$ cat config.mk
export PLATFORM = sky130hd
export DESIGN_NAME = weight_step_change_detector
export DESIGN_NICKNAME = d
export VERILOG_FILES = /design/src/design/wscd_pkg.sv /design/src/design/wscd_front.sv /design/src/design/wscd_back.sv /design/src/design/weight_step_change_detector.sv
export SDC_FILE = /design/constraint.sdc
export NUM_CORES = 2
export LEC_CHECK = 0
export BUFFER_PORTS_ARGS = -buffer_cell sky130_fd_sc_hd__buf_2
export CORE_MARGIN = 1.5
export CORE_UTILIZATION = 37
export CTS_BUF_LIST = sky130_fd_sc_hd__clkbuf_8
export DETAILED_ROUTE_END_ITERATION = 8
export GPL_TIMING_DRIVEN = 0
export SYNTH_ARGS = -nofsm -noshare
export SYNTH_HDL_FRONTEND = slang
export SYNTH_SLANG_ARGS = --single-unit
export TNS_END_PERCENT = 50
$ cat constraint.sdc
create_clock -name clk -period 31.6 [get_ports clk]
set_clock_uncertainty 0.05 [all_clocks]
set_input_delay 4.74 -clock clk [delete_from_list [all_inputs] [get_ports clk]]
set_output_delay 4.74 -clock clk [all_outputs]
set_load 0.01 [all_outputs]
$ cat src/design/wscd_pkg.sv
`default_nettype none

package wscd_pkg;

    // Depth of the difference history. It must be a power of two, since the
    // ring position wraps naturally and division by the depth is a shift.
    localparam int HIST_DEPTH = 8;
    localparam int HIST_IDX_W = $clog2(HIST_DEPTH);

    localparam int SAMPLE_W = 28;
    localparam int DIFF_W   = SAMPLE_W + 1;
    localparam int SUM_W    = DIFF_W + HIST_IDX_W;
    localparam int FRAC_W   = 16;
    localparam int BASE_W   = SAMPLE_W + FRAC_W;

    localparam int QUIET_W  = 20;
    localparam int PLACED_W = 20;
    localparam int REMOVE_W = 21;
    localparam int COOL_W   = 8;
    localparam int GAIN_W   = 16;

    // Input queue between the front and the back.
    localparam int QUEUE_DEPTH = 2;
    localparam int QPTR_W      = $clog2(QUEUE_DEPTH);
    localparam int QCNT_W      = $clog2(QUEUE_DEPTH + 1);

    // Configuration port.
    localparam int ADDR_W = 5;
    localparam int DATA_W = 32;
    localparam int REG_IDX_W = 3;

    localparam logic [REG_IDX_W-1:0] REG_QUIET_BAND   = 3'd0;
    localparam logic [REG_IDX_W-1:0] REG_PLACED_THR   = 3'd1;
    localparam logic [REG_IDX_W-1:0] REG_REMOVED_THR  = 3'd2;
    localparam logic [REG_IDX_W-1:0] REG_COOLDOWN_LEN = 3'd3;
    localparam logic [REG_IDX_W-1:0] REG_LEAK_GAIN    = 3'd4;

    localparam logic [QUIET_W-1:0]         QUIET_RESET   = 20'd640;
    localparam logic [PLACED_W-1:0]        PLACED_RESET  = 20'd800;
    localparam logic signed [REMOVE_W-1:0] REMOVED_RESET = -21'sd1440;
    localparam logic [COOL_W-1:0]          COOL_RESET    = 8'd10;
    localparam logic [GAIN_W-1:0]          GAIN_RESET    = 16'd655;

    typedef enum logic [1:0] {
        EV_NONE    = 2'd0,
        EV_PLACED  = 2'd1,
        EV_REMOVED = 2'd2
    } event_t;

    typedef struct packed {
        logic [QUIET_W-1:0]         quiet_band;
        logic [PLACED_W-1:0]        placed_threshold;
        logic signed [REMOVE_W-1:0] removed_threshold;
        logic [COOL_W-1:0]          cooldown_length;
        logic [GAIN_W-1:0]          leak_gain;
    } cfg_t;

    typedef struct packed {
        logic                       valid;
        logic signed [SAMPLE_W-1:0] sample;
    } queue_head_t;

endpackage

`default_nettype wire

$ cat src/design/wscd_front.sv
`default_nettype none

module wscd_front (
    input  wire logic                             clk,
    input  wire logic                             rst_n,
    input  wire logic                             in_valid,
    output logic                                  in_stall,
    input  wire logic signed [wscd_pkg::SAMPLE_W-1:0] weight_sample,
    input  wire logic                             pop,
    output wscd_pkg::queue_head_t                 head
);
    import wscd_pkg::*;

    logic signed [SAMPLE_W-1:0] entry_reg [QUEUE_DEPTH];
    logic [QPTR_W-1:0] wr_ptr_reg, wr_ptr_next;
    logic [QPTR_W-1:0] rd_ptr_reg, rd_ptr_next;
    logic [QCNT_W-1:0] count_reg, count_next;
    logic push, pull;

    // Stall comes from the fill count alone, so it never looks at in_valid.
    assign in_stall = (count_reg == QCNT_W'(QUEUE_DEPTH));
    assign push     = in_valid && !in_stall;
    assign pull     = pop && (count_reg != '0);

    assign head.valid  = (count_reg != '0);
    assign head.sample = entry_reg[rd_ptr_reg];

    always_comb
    begin
        wr_ptr_next = wr_ptr_reg;
        rd_ptr_next = rd_ptr_reg;
        count_next  = count_reg;
        if (push)
        begin
            wr_ptr_next = (wr_ptr_reg == QPTR_W'(QUEUE_DEPTH - 1)) ? '0 : wr_ptr_reg + 1'b1;
        end
        if (pull)
        begin
            rd_ptr_next = (rd_ptr_reg == QPTR_W'(QUEUE_DEPTH - 1)) ? '0 : rd_ptr_reg + 1'b1;
        end
        if (push && !pull)
        begin
            count_next = count_reg + 1'b1;
        end
        else if (pull && !push)
        begin
            count_next = count_reg - 1'b1;
        end
    end

    always_ff @(posedge clk or negedge rst_n)
    begin
        if (!rst_n)
        begin
            wr_ptr_reg <= '0;
            rd_ptr_reg <= '0;
            count_reg  <= '0;
        end
        else
        begin
            wr_ptr_reg <= wr_ptr_next;
            rd_ptr_reg <= rd_ptr_next;
            count_reg  <= count_next;
        end
    end

    always_ff @(posedge clk)
    begin
        if (push)
        begin
            entry_reg[wr_ptr_reg] <= weight_sample;
        end
    end

endmodule

`default_nettype wire

$ cat src/design/wscd_back.sv
`default_nettype none

module wscd_back (
    input  wire logic                  clk,
    input  wire logic                  rst_n,
    input  wire wscd_pkg::cfg_t        cfg,
    input  wire wscd_pkg::queue_head_t head,
    output logic                       pop,
    output logic                       out_valid,
    input  wire logic                  out_stall,
    output logic [1:0]                 change_event
);
    import wscd_pkg::*;

    localparam int CMP_W  = SUM_W + 2;
    localparam int PROD_W = GAIN_W + 1 + SUM_W;

    logic signed [BASE_W-1:0]   baseline_reg, baseline_next;
    logic signed [DIFF_W-1:0]   ring_reg [HIST_DEPTH];
    logic signed [DIFF_W-1:0]   ring_next [HIST_DEPTH];
    logic [HIST_IDX_W-1:0]      pos_reg, pos_next;
    logic signed [SUM_W-1:0]    sum_reg, sum_next;
    logic [COOL_W-1:0]          cool_reg, cool_next;
    logic                       out_valid_reg;
    event_t                     event_reg, event_next;

    logic                       fire;
    logic signed [SAMPLE_W-1:0] base_int;
    logic signed [DIFF_W-1:0]   diff;
    logic signed [DIFF_W-1:0]   old_entry;
    logic signed [SUM_W-1:0]    sum_new;
    logic signed [CMP_W-1:0]    sum_cmp, quiet_lim, placed_lim, removed_lim;
    logic                       is_quiet, is_placed, is_removed;
    logic signed [PROD_W-1:0]   prod, leak;
    logic signed [PROD_W-1:0]   base_sum;
    logic signed [BASE_W-1:0]   base_leak;
    logic signed [BASE_W-1:0]   sample_q;

    // The output register takes a new result whenever it is empty or being drained.
    assign pop          = !out_valid_reg || !out_stall;
    assign fire         = pop && head.valid;
    assign out_valid    = out_valid_reg;
    assign change_event = event_reg;

    // Difference against the integer part of the baseline (floor of Q28.16).
    assign base_int  = baseline_reg[BASE_W-1:FRAC_W];
    assign diff      = {head.sample[SAMPLE_W-1], head.sample} - {base_int[SAMPLE_W-1], base_int};
    assign old_entry = ring_reg[pos_reg];
    assign sum_new   = sum_reg - {{HIST_IDX_W{old_entry[DIFF_W-1]}}, old_entry}
                               + {{HIST_IDX_W{diff[DIFF_W-1]}}, diff};

    // Thresholds scaled by the history depth.
    assign sum_cmp     = {{(CMP_W-SUM_W){sum_new[SUM_W-1]}}, sum_new};
    assign quiet_lim   = {{(CMP_W-QUIET_W-HIST_IDX_W){1'b0}}, cfg.quiet_band,
                          {HIST_IDX_W{1'b0}}};
    assign placed_lim  = {{(CMP_W-PLACED_W-HIST_IDX_W){1'b0}}, cfg.placed_threshold,
                          {HIST_IDX_W{1'b0}}};
    assign removed_lim = {{(CMP_W-REMOVE_W-HIST_IDX_W){cfg.removed_threshold[REMOVE_W-1]}},
                          cfg.removed_threshold, {HIST_IDX_W{1'b0}}};

    assign is_quiet   = (sum_cmp <= quiet_lim) && (sum_cmp >= -quiet_lim);
    assign is_placed  = (sum_cmp > placed_lim);
    assign is_removed = (sum_cmp < removed_lim);

    // Leak step: floor(gain * sum / depth), then saturate the new baseline.
    assign prod     = $signed({1'b0, cfg.leak_gain}) * sum_new;
    assign leak     = prod >>> HIST_IDX_W;
    assign base_sum = {{(PROD_W-BASE_W){baseline_reg[BASE_W-1]}}, baseline_reg} + leak;

    always_comb
    begin
        if (base_sum[PROD_W-1:BASE_W-1] == '0 || base_sum[PROD_W-1:BASE_W-1] == '1)
        begin
            base_leak = base_sum[BASE_W-1:0];
        end
        else if (base_sum[PROD_W-1])
        begin
            base_leak = {1'b1, {(BASE_W-1){1'b0}}};
        end
        else
        begin
            base_leak = {1'b0, {(BASE_W-1){1'b1}}};
        end
    end

    assign sample_q = {head.sample, {FRAC_W{1'b0}}};

    always_comb
    begin
        baseline_next = baseline_reg;
        ring_next     = ring_reg;
        pos_next      = pos_reg;
        sum_next      = sum_reg;
        cool_next     = cool_reg;
        event_next    = EV_NONE;
        if (cool_reg != '0)
        begin
            cool_next     = cool_reg - 1'b1;
            baseline_next = sample_q;
            for (int i = 0; i < HIST_DEPTH; i++)
            begin
                ring_next[i] = '0;
            end
            sum_next = '0;
        end
        else
        begin
            ring_next[pos_reg] = diff;
            pos_next           = pos_reg + 1'b1;
            sum_next           = sum_new;
            if (is_quiet)
            begin
                baseline_next = base_leak;
            end
            else if (is_placed || is_removed)
            begin
                baseline_next = sample_q;
                for (int i = 0; i < HIST_DEPTH; i++)
                begin
                    ring_next[i] = '0;
                end
                sum_next = '0;
                if (is_placed)
                begin
                    cool_next  = cfg.cooldown_length;
                    event_next = EV_PLACED;
                end
                else
                begin
                    event_next = EV_REMOVED;
                end
            end
        end
    end

    always_ff @(posedge clk or negedge rst_n)
    begin
        if (!rst_n)
        begin
            baseline_reg  <= '0;
            pos_reg       <= '0;
            sum_reg       <= '0;
            cool_reg      <= '0;
            out_valid_reg <= 1'b0;
            event_reg     <= EV_NONE;
            for (int i = 0; i < HIST_DEPTH; i++)
            begin
                ring_reg[i] <= '0;
            end
        end
        else
        begin
            if (pop)
            begin
                out_valid_reg <= head.valid;
            end
            if (fire)
            begin
                baseline_reg <= baseline_next;
                ring_reg     <= ring_next;
                pos_reg      <= pos_next;
                sum_reg      <= sum_next;
                cool_reg     <= cool_next;
                event_reg    <= event_next;
            end
        end
    end

endmodule

`default_nettype wire

$ cat src/design/weight_step_change_detector.sv
// An accepted beat waits in the input queue; once popped, its result goes to the output register.
// Throughput: one beat per cycle while neither side stalls; the whole detector step (difference,
// ring sum, leak multiply) is done in the back end, which holds the only loop from one sample to
// the next. A two-beat input queue and the output register let either side stall without a
// bubble. Reset (rst_n, asynchronous, active low) clears baseline, ring, sum, cooldown and the
// queue, and loads the configuration registers with their defaults; no clearing pass is needed.
`default_nettype none

module weight_step_change_detector (
    input  wire logic                                  clk,
    input  wire logic                                  rst_n,
    // Configuration port
    input  wire logic                                  psel,
    input  wire logic                                  penable,
    input  wire logic                                  pwrite,
    input  wire logic [wscd_pkg::ADDR_W-1:0]           paddr,
    input  wire logic [wscd_pkg::DATA_W-1:0]           pwdata,
    output logic [wscd_pkg::DATA_W-1:0]                prdata,
    output logic                                       pready,
    // Sample channel
    input  wire logic                                  in_valid,
    output logic                                       in_stall,
    input  wire logic signed [wscd_pkg::SAMPLE_W-1:0]  weight_sample,
    // Event channel
    output logic                                       out_valid,
    input  wire logic                                  out_stall,
    output logic [1:0]                                 change_event
);
    import wscd_pkg::*;

    logic [QUIET_W-1:0]         quiet_band_reg;
    logic [PLACED_W-1:0]        placed_thr_reg;
    logic signed [REMOVE_W-1:0] removed_thr_reg;
    logic [COOL_W-1:0]          cool_len_reg;
    logic [GAIN_W-1:0]          leak_gain_reg;

    logic                       cfg_write;
    logic [REG_IDX_W-1:0]       reg_idx;
    cfg_t                       cfg;
    queue_head_t                head;
    logic                       pop;

    // The port never inserts wait states. Registers sit on word addresses, so
    // the two low address bits take no part in the decode.
    assign pready    = 1'b1;
    assign cfg_write = psel && penable && pwrite && pready;
    assign reg_idx   = paddr[ADDR_W-1:2];

    always_ff @(posedge clk or negedge rst_n)
    begin
        if (!rst_n)
        begin
            quiet_band_reg  <= QUIET_RESET;
            placed_thr_reg  <= PLACED_RESET;
            removed_thr_reg <= REMOVED_RESET;
            cool_len_reg    <= COOL_RESET;
            leak_gain_reg   <= GAIN_RESET;
        end
        else if (cfg_write)
        begin
            case (reg_idx)
                REG_QUIET_BAND:   quiet_band_reg  <= pwdata[QUIET_W-1:0];
                REG_PLACED_THR:   placed_thr_reg  <= pwdata[PLACED_W-1:0];
                REG_REMOVED_THR:  removed_thr_reg <= pwdata[REMOVE_W-1:0];
                REG_COOLDOWN_LEN: cool_len_reg    <= pwdata[COOL_W-1:0];
                REG_LEAK_GAIN:    leak_gain_reg   <= pwdata[GAIN_W-1:0];
                default:          ;
            endcase
        end
    end

    // Read data follows the address; the removal threshold reads back sign-extended.
    always_comb
    begin
        case (reg_idx)
            REG_QUIET_BAND:   prdata = {{(DATA_W-QUIET_W){1'b0}}, quiet_band_reg};
            REG_PLACED_THR:   prdata = {{(DATA_W-PLACED_W){1'b0}}, placed_thr_reg};
            REG_REMOVED_THR:  prdata = {{(DATA_W-REMOVE_W){removed_thr_reg[REMOVE_W-1]}},
                                        removed_thr_reg};
            REG_COOLDOWN_LEN: prdata = {{(DATA_W-COOL_W){1'b0}}, cool_len_reg};
            REG_LEAK_GAIN:    prdata = {{(DATA_W-GAIN_W){1'b0}}, leak_gain_reg};
            default:          prdata = '0;
        endcase
    end

    assign cfg.quiet_band        = quiet_band_reg;
    assign cfg.placed_threshold  = placed_thr_reg;
    assign cfg.removed_threshold = removed_thr_reg;
    assign cfg.cooldown_length   = cool_len_reg;
    assign cfg.leak_gain         = leak_gain_reg;

    // The front end only buffers samples; all detector state lives in the back end.
    wscd_front u_front (
        .clk           (clk),
        .rst_n         (rst_n),
        .in_valid      (in_valid),
        .in_stall      (in_stall),
        .weight_sample (weight_sample),
        .pop           (pop),
        .head          (head)
    );

    // The back end runs one detector step per popped beat and holds the
    // result in its output register until the consumer takes it.
    wscd_back u_back (
        .clk          (clk),
        .rst_n        (rst_n),
        .cfg          (cfg),
        .head         (head),
        .pop          (pop),
        .out_valid    (out_valid),
        .out_stall    (out_stall),
        .change_event (change_event)
    );

endmodule

`default_nettype wire

# Yosys cells after proc, flatten, opt, wreduce, memory -nomap -nowiden

Memory sizes are Yosys's and may differ from the RTL's.
Index checks and enable logic that the tools add are counted.

Div/mod/pow operators: 0
Shift operators: 0
Muxes and demuxes: 32
Reductions and logical operators: 32
Equality and inequality tests: 7
Bitwise gates (word level): 2
Multiply operators: 1
Add/sub/neg operators: 11
$lt $le $gt $ge: 6

Operators by type and width:

| kind                                                       | count |
|---|---|
| 232-bit 2-to-1 mux                                         | 3 |
| 232-bit bitwise mux                                        | 1 |
| 44-bit 2-to-1 mux                                          | 5 |
| 32-bit case mux with 5 select lines                        | 1 |
| 32-bit 2-to-1 mux                                          | 3 |
| 29-bit binary-select mux with 3-bit select                 | 1 |
| 29-bit demux with 3-bit select                             | 1 |
| 29-bit 2-to-1 mux                                          | 3 |
| 17-bit by 32-bit multiplier with 49-bit output             | 1 |
| 44-bit by 46-bit adder with 47-bit output                  | 1 |
| 32-bit by 34-bit >= comparator with 1-bit output           | 1 |
| 23-bit negation with 34-bit output                         | 1 |
| 32-bit adder                                               | 1 |
| 32-bit by 24-bit greater-than comparator with 1-bit output | 1 |
| 32-bit by 24-bit <= comparator with 1-bit output           | 1 |
| 32-bit by 24-bit less-than comparator with 1-bit output    | 1 |
| 8-bit 2-to-1 mux                                           | 4 |
| 32-bit subtractor                                          | 1 |
| 28-bit by 28-bit subtractor with 29-bit output             | 1 |
| 2-bit AND reduction                                        | 7 |
| 2-bit 2-to-1 mux                                           | 6 |
| 1-bit logical AND                                          | 8 |
| 2-bit nonzero test                                         | 4 |
| 8-bit nonzero test                                         | 1 |
| other kinds (22)                                           | 33 |

Input bits: 72
Memories: 1
Memory bits (writable): 56
Output and inout bits: 37
Word-level logic and storage cells: 114
Memory bits (read-only): 0
Latch bits: 0
Flip-flop bits (word level): 411

Memories:

| name              | words | bits a word | read ports | clocked after Yosys merged registers in | wr ports | line             | text |
|---|---|---|---|---|---|---|---|
| u_front.entry_reg | 2     | 28          | 1          | 0                                       | 1        | wscd_front.sv:14 | `logic signed [SAMPLE_W-1:0] entry_reg [QUEUE_DEPTH];` |

# Depth between registers and ports, before layout

Depth in word-level cells: 13
Depth in mapped cells: 72
Depth with buffers taken out: 66

# Hierarchy

A second synthesis with hierarchy kept.

Cells, all modules: 4,877
Area total of the unflattened synthesis: 47,219.0 um^2

By module, submodules not included:

| module                      | cells each | area each (um^2) | seq. area each (um^2) | instances |
|---|---|---|---|---|
| wscd_back                   | 4,479      | 40,896.7         | 8,057.7               | 1 |
| weight_step_change_detector | 292        | 4,056.4          | 2,159.6               | 1 |
| wscd_front                  | 106        | 2,265.9          | 1,781.7               | 1 |

# Least setup slack after synthesis

OpenSTA, ideal clock, no wires.

Path kind: register to register
From: register u_front.rd_ptr_reg
To: register u_back.baseline_reg[35]
Slack: 16,900 ps
Library setup time: 121 ps
Arrival time: 14,529 ps
Data required time: 31,429 ps
Cell stages (with the launch flop): 68
Clock period less this slack: 14,700 ps
Buffers on the path: 4
Cell sequence: dfrtp_1 > clkbuf_1 > buf_1 > mux2_2 > ha_1 > nor2b_1 > o21ai_0 > a21boi_0 > o41ai_1 > nor2_1 > o21ai_0 > nand2b_1 > a21oi_1 > nor2_1 > nor2_1 > xnor2_1 > inv_1 > fa_1 > [... 32 more ...] > a21o_1 > and3_1 > a31oi_1 > xnor2_1 > ha_1 > a21o_1 > a21o_1 > a21oi_1 > nor2_1 > o21ai_0 > nand2b_1 > a2111oi_0 > o22ai_1 > nand4_1 > o31a_1 > clkbuf_1 > o21ai_1 > a22o_1

Word-level cells in the longest chain between the ends: 10
Elaborated cells on any way between the ends: 21
Classes of those cells: 3 x add/sub; 1 x mul; 4 x order compare; 1 x eq/ne; 5 x mux; 6 x reduce/logical; 1 x memory

Ends and longest elaborated chain:

| element                                          | line             | text |
|---|---|---|
| from (decl)                                      | wscd_front.sv:16 | `logic [QPTR_W-1:0] rd_ptr_reg, rd_ptr_next;` |
| from (signal assigned)                           | wscd_front.sv:62 | `rd_ptr_reg <= rd_ptr_next;` |
| memory 2 x 28 bit (*)                            | n/a              |  |
| 28-bit by 28-bit subtractor with 29-bit output   | wscd_back.sv:47  | `assign diff = {head.sample[SAMPLE_W-1], head.sample} - {base_int[SAMPLE_W-1], base_int};` |
| 32-bit adder                                     | wscd_back.sv:50  | `+ {{HIST_IDX_W{diff[DIFF_W-1]}}, diff};` |
| 17-bit by 32-bit multiplier with 49-bit output   | wscd_back.sv:66  | `assign prod = $signed({1'b0, cfg.leak_gain}) * sum_new;` |
| 44-bit by 46-bit adder with 47-bit output        | wscd_back.sv:68  | `assign base_sum = {{(PROD_W-BASE_W){baseline_reg[BASE_W-1]}}, baseline_reg} + leak;` |
| 6-bit == test or 6-bit zero test (tied branches) | wscd_back.sv:72  | `if (base_sum[PROD_W-1:BASE_W-1] == '0 \|\| base_sum[PROD_W-1:BASE_W-1] == '1)` |
| 1-bit logical OR                                 | wscd_back.sv:72  |  |
| 44-bit 2-to-1 mux                                | wscd_back.sv:72  |  |
| 44-bit 2-to-1 mux                                | wscd_back.sv:111 | `if (is_quiet)` |
| 44-bit 2-to-1 mux                                | wscd_back.sv:96  | `if (cool_reg != '0)` |
| to (signal assigned)                             | wscd_back.sv:159 | `baseline_reg <= baseline_next;` |
| to (decl)                                        | wscd_back.sv:18  | `logic signed [BASE_W-1:0] baseline_reg, baseline_next;` |

Mark *: on every way between the ends. The rest lies on a longest branch, timed or not. The select of a mux whose other input is x is not followed.
A chain may end at the register's enable or synchronous reset.

# Worst setup path after layout

Same ends and word-level chain as after synthesis.

==> results by stage <==
Status:
- The run finished, with violations left.
- The final reports fail on capacitance limit, slew limit.

Job:
- Across the run, the number of max-cap violations was 2.

Logic synthesis:
- For this run, asynchronously set or reset flops after synthesis account for 88.01%.
- Summing the areas of all compound-gate instances in the mapped netlist gives 15.75% of the synthesized area.
- Yosys mapped a number of flops with a built-in enable equal to 56.
- Dividing the synthesized area by the synthesized cell count gives 9.317 sq um.
- After synthesis, the largest family of logic cells by area is adder cells.
- The net count after synthesis is 6001.
- The sequential cell area fraction in the yosys report is approximately 25%.
- After synthesis, the largest area contributor takes up 22.08% of total cell area.
- The number of flip-flops and latches in the synthesized netlist is 467.
- The post-synthesis share of cell area spent on xor and xnor gates is 3.085%.
- Synthesis produced about 5100 cells.
- The count of yosys warnings during synthesis is 0.
- The synthesized netlist devotes 30.72% of its cell area to adder and majority cells.
- After synthesis, the cell types taking the most area are fa_1 (22%), dfrtp_1 (20%), ha_1 (8.6%), inv_1 (6.8%), nand2_1 (4.3%).
- Summing every instance area after synthesis gives 47330 sq um.
- The most used flip-flop cell after synthesis is dfrtp_1.
- The mux cell area share after synthesis is approximately 2.5%.
- The count of cell types in the netlist is 96.
- Summing the areas of all and, or, nand and nor instances in the mapped netlist gives 13.20% of the synthesized area.
- The cell accounting for the most synthesized area is fa_1.

Clocking:
- The clock buffer count from CTS is 84.
- The H-tree was split into 3 levels.
- Clock tree synthesis selected as its root buffer the cell clkbuf_8.
- CTS saw 467 sinks.
- The number of setup buffers added after CTS is 0.
- After clock tree synthesis, the clock-pin slew on the worst setup and hold paths is 60 ps.
- The longest clock path from root to sink contains 3 buffers.
- The clock latency on the worst-skew pair is 790 ps.
- For this design, the CTS-stage hold fixing added 0 buffers.
- The count of instances resized after the clock tree is built is 0.
- The CTS tree is built.

STA:
- The worst pin sits at a relative slew slack of -0.9034%.
- Setup repair after global routing left no endpoint under its margin.
- For the pin with the worst max-slew slack, the measured transition is 1503 ps.
- The worst path uses 60.98% of the clock period.
- The post-route worst hold slack is 440.4 ps.
- The number of setup violations in the final report is 0.
- Setup total negative slack on the finished layout was measured at 0 ps.
- The final count of hold timing violations is 0.
- The time the final worst path needs with I/O delays and setup is between 15000 and 20000 ps.
- The final-report max-slew violation count is 10.
- Timing would allow up to slightly above 50 MHz.

Finish:
- From synthesis to final layout, the design area changed by 9.908%.
- In the final layout, the share of cells above drive strength 1 is 8.692%.
- The number of fill cells is around 13000.
- The commonest non-fill, non-tap cell in the layout is inv_1.
- The multi-input combinational cells in the finished layout cover a total of 31000 sq um.
- The utilization of the core after routing is 40.90%.
- The number of flip-flops under the largest register name is 232.
- After the last flow step, the layout net total stands at 6192.
- In the final layout, flip-flops and latches occupy approximately 12000 sq um.
- The library cells used most frequently in the layout, excluding fill and tap cells, are inv_1 (883), nand2_1 (537), fa_1 (522).
- The number of non-filler instances in the completed layout is 7011.

Setup path:
- The highest net fanout along the worst path is 11.
- Data on the critical path arrives at its endpoint at around 20000 ps.
- The setup check on the worst reg-to-reg path leaves a slack of 12330 ps.
- The path depth of the worst reg2reg path is slightly above 60.
- The beginning of the critical path is u_front.rd_ptr_reg.
- Counting stages on the worst path, the most repeated cell is fa_1.
- The setup path with the least slack is of type register to register.
- The total buffers and inverters traversed by the critical path is 12.
- The worst endpoint required time is 32220 ps.
- Counting buffers and inverters, the worst setup path is 62 cells deep.
- The critical path's slowest cell is xnor2_1.
- In this design, the stage delay of the slowest critical-path cell is between 900 and 1000 ps.
- The end of the worst register-to-register path is u_back.baseline_reg[35].
- The launching point of the worst reg2reg path is u_front.rd_ptr_reg.
- Among cell families on the critical path, the largest total delay comes from compound AO/OA/AOI/OAI gates.
- The element type at the critical path end is a register.
- STA classifies the critical path startpoint as a register.
- The capture point of the critical path is u_back.baseline_reg[35].

Floorplanning:
- The floorplan step set the die height to between 300 and 400 microns.
- Once the floorplan was initialized, standard cells occupied 37.21% of the core.
- The number of placement rows is around 130.
- The area of the core region is 127200 sq um.
- The area enclosed by the die boundary is 130100 sq um.
- The die span in x is 360.7 microns.
- Pin placement for this block handled approximately 110 I/O pins.

Place:
- The placed wire-length estimate after detailed placement is 121.2 mm.
- The weighted congestion reported at the end of routability-driven placement is between 0.9 and 1.
- The number of port buffers is a little over 90.
- The number of placed cells counting well taps is just under 7000.

GRT:
- The overall overflow remaining after global route is 0.
- Entering global routing, the biggest net connects 103 pins.
- The initial antenna violation count is 12.
- Global routing used 24.12% of the available tracks.
- The first global-routing pass estimated 239.4 mm of wire.
- The number of global-route vias before repair is approximately 39000.

Route:
- The detailed router finished its first iteration with 3279 violations.
- The per-cell via count in the routed design is between 5 and 6.
- Once detail routing completed, the nets flagged for antenna violations numbered 0.
- After detailed routing, the number of remaining DRC violations is 0.
- Before antenna repair, the detailed router went through 5 iterations.
- The routed wire length is 155.7 mm.
- The total number of vias is 38520.
- The routed length per instance is 22.21 microns.

Min path:
- The tightest min-delay check is of the register to register type.
## metal layers
layer,part of all wire [%],up-vias,GRT usage (%)
met4,3.6,6,8.439
met1,42,19500,32.37
met3,8.3,272,5.145
met5,0.022,-,0
met2,46,1511,38.40
li1,-,17230,-
## cell families (layout without fill, tap and decap cells)
kind of cell	Yosys count	after routing
adder cells (fa/ha/maj)	849	849
multiplexers	107	107
AND/OR/NAND/NOR	1291	1291
flip-flops	467	467
other	1	12
buffers and inverters	1116	1374
AO/OA/AOI/OAI	1084	1084
XOR/XNOR	165	165
## cells in the mapped netlist (36+ instances only)
cell,count
inv_1,854
nand2_1,537
fa_1,522
dfrtp_1,385
ha_1,327
a22o_1,228
nor2_1,224
and2_1,206
a21oi_1,191
clkbuf_1,186
o21ai_0,152
o22ai_1,149
xnor2_1,119
a21o_1,87
mux2_2,74
edfxtp_1,56
nor3_1,53
nand3_1,47
o21ai_1,46
xor2_1,44
nand4_1,43
nor2b_1,36
## worst min-delay path by stage
stage / to / startpoint / cells after the start
3_5_place_dp: u_back.change_event[0] / u_back.change_event[0] / 1
6_report: u_back.ring_reg[86] / u_back.ring_reg[86] / 1
2_1_floorplan: u_back.sum_reg[20] / u_back.sum_reg[20] / 2
4_1_cts: u_back.ring_reg[202] / u_back.ring_reg[202] / 1
5_1_grt: u_back.ring_reg[86] / u_back.ring_reg[86] / 1
3_3_place_gp: u_back.sum_reg[20] / u_back.sum_reg[20] / 2
## metrics by stage
step	instance area, sq um	setup slack, ps
after floorplan	47330	16900
after global placement	49870	12250
after detailed placement	50200	12110
after CTS	51960	12070
after global routing	51990	10870
final	52020	12330
## cell type report
class / instances / share of cell area (%)
clock inverters: 51 / 0.6879
flip-flops and latches: 467 / 23.07
multi-input cells: 3497 / 59.58
well taps: 1662 / 3.997
diodes: 11 / 0.05292
plain buffers: 261 / 2.405
inverters: 855 / 6.169
clock buffers: 102 / 2.699
repair buffers: 105 / 1.337
Power is not shown: default switching activity piles up to over one toggle a cycle in this logic, so the estimate is an artifact.
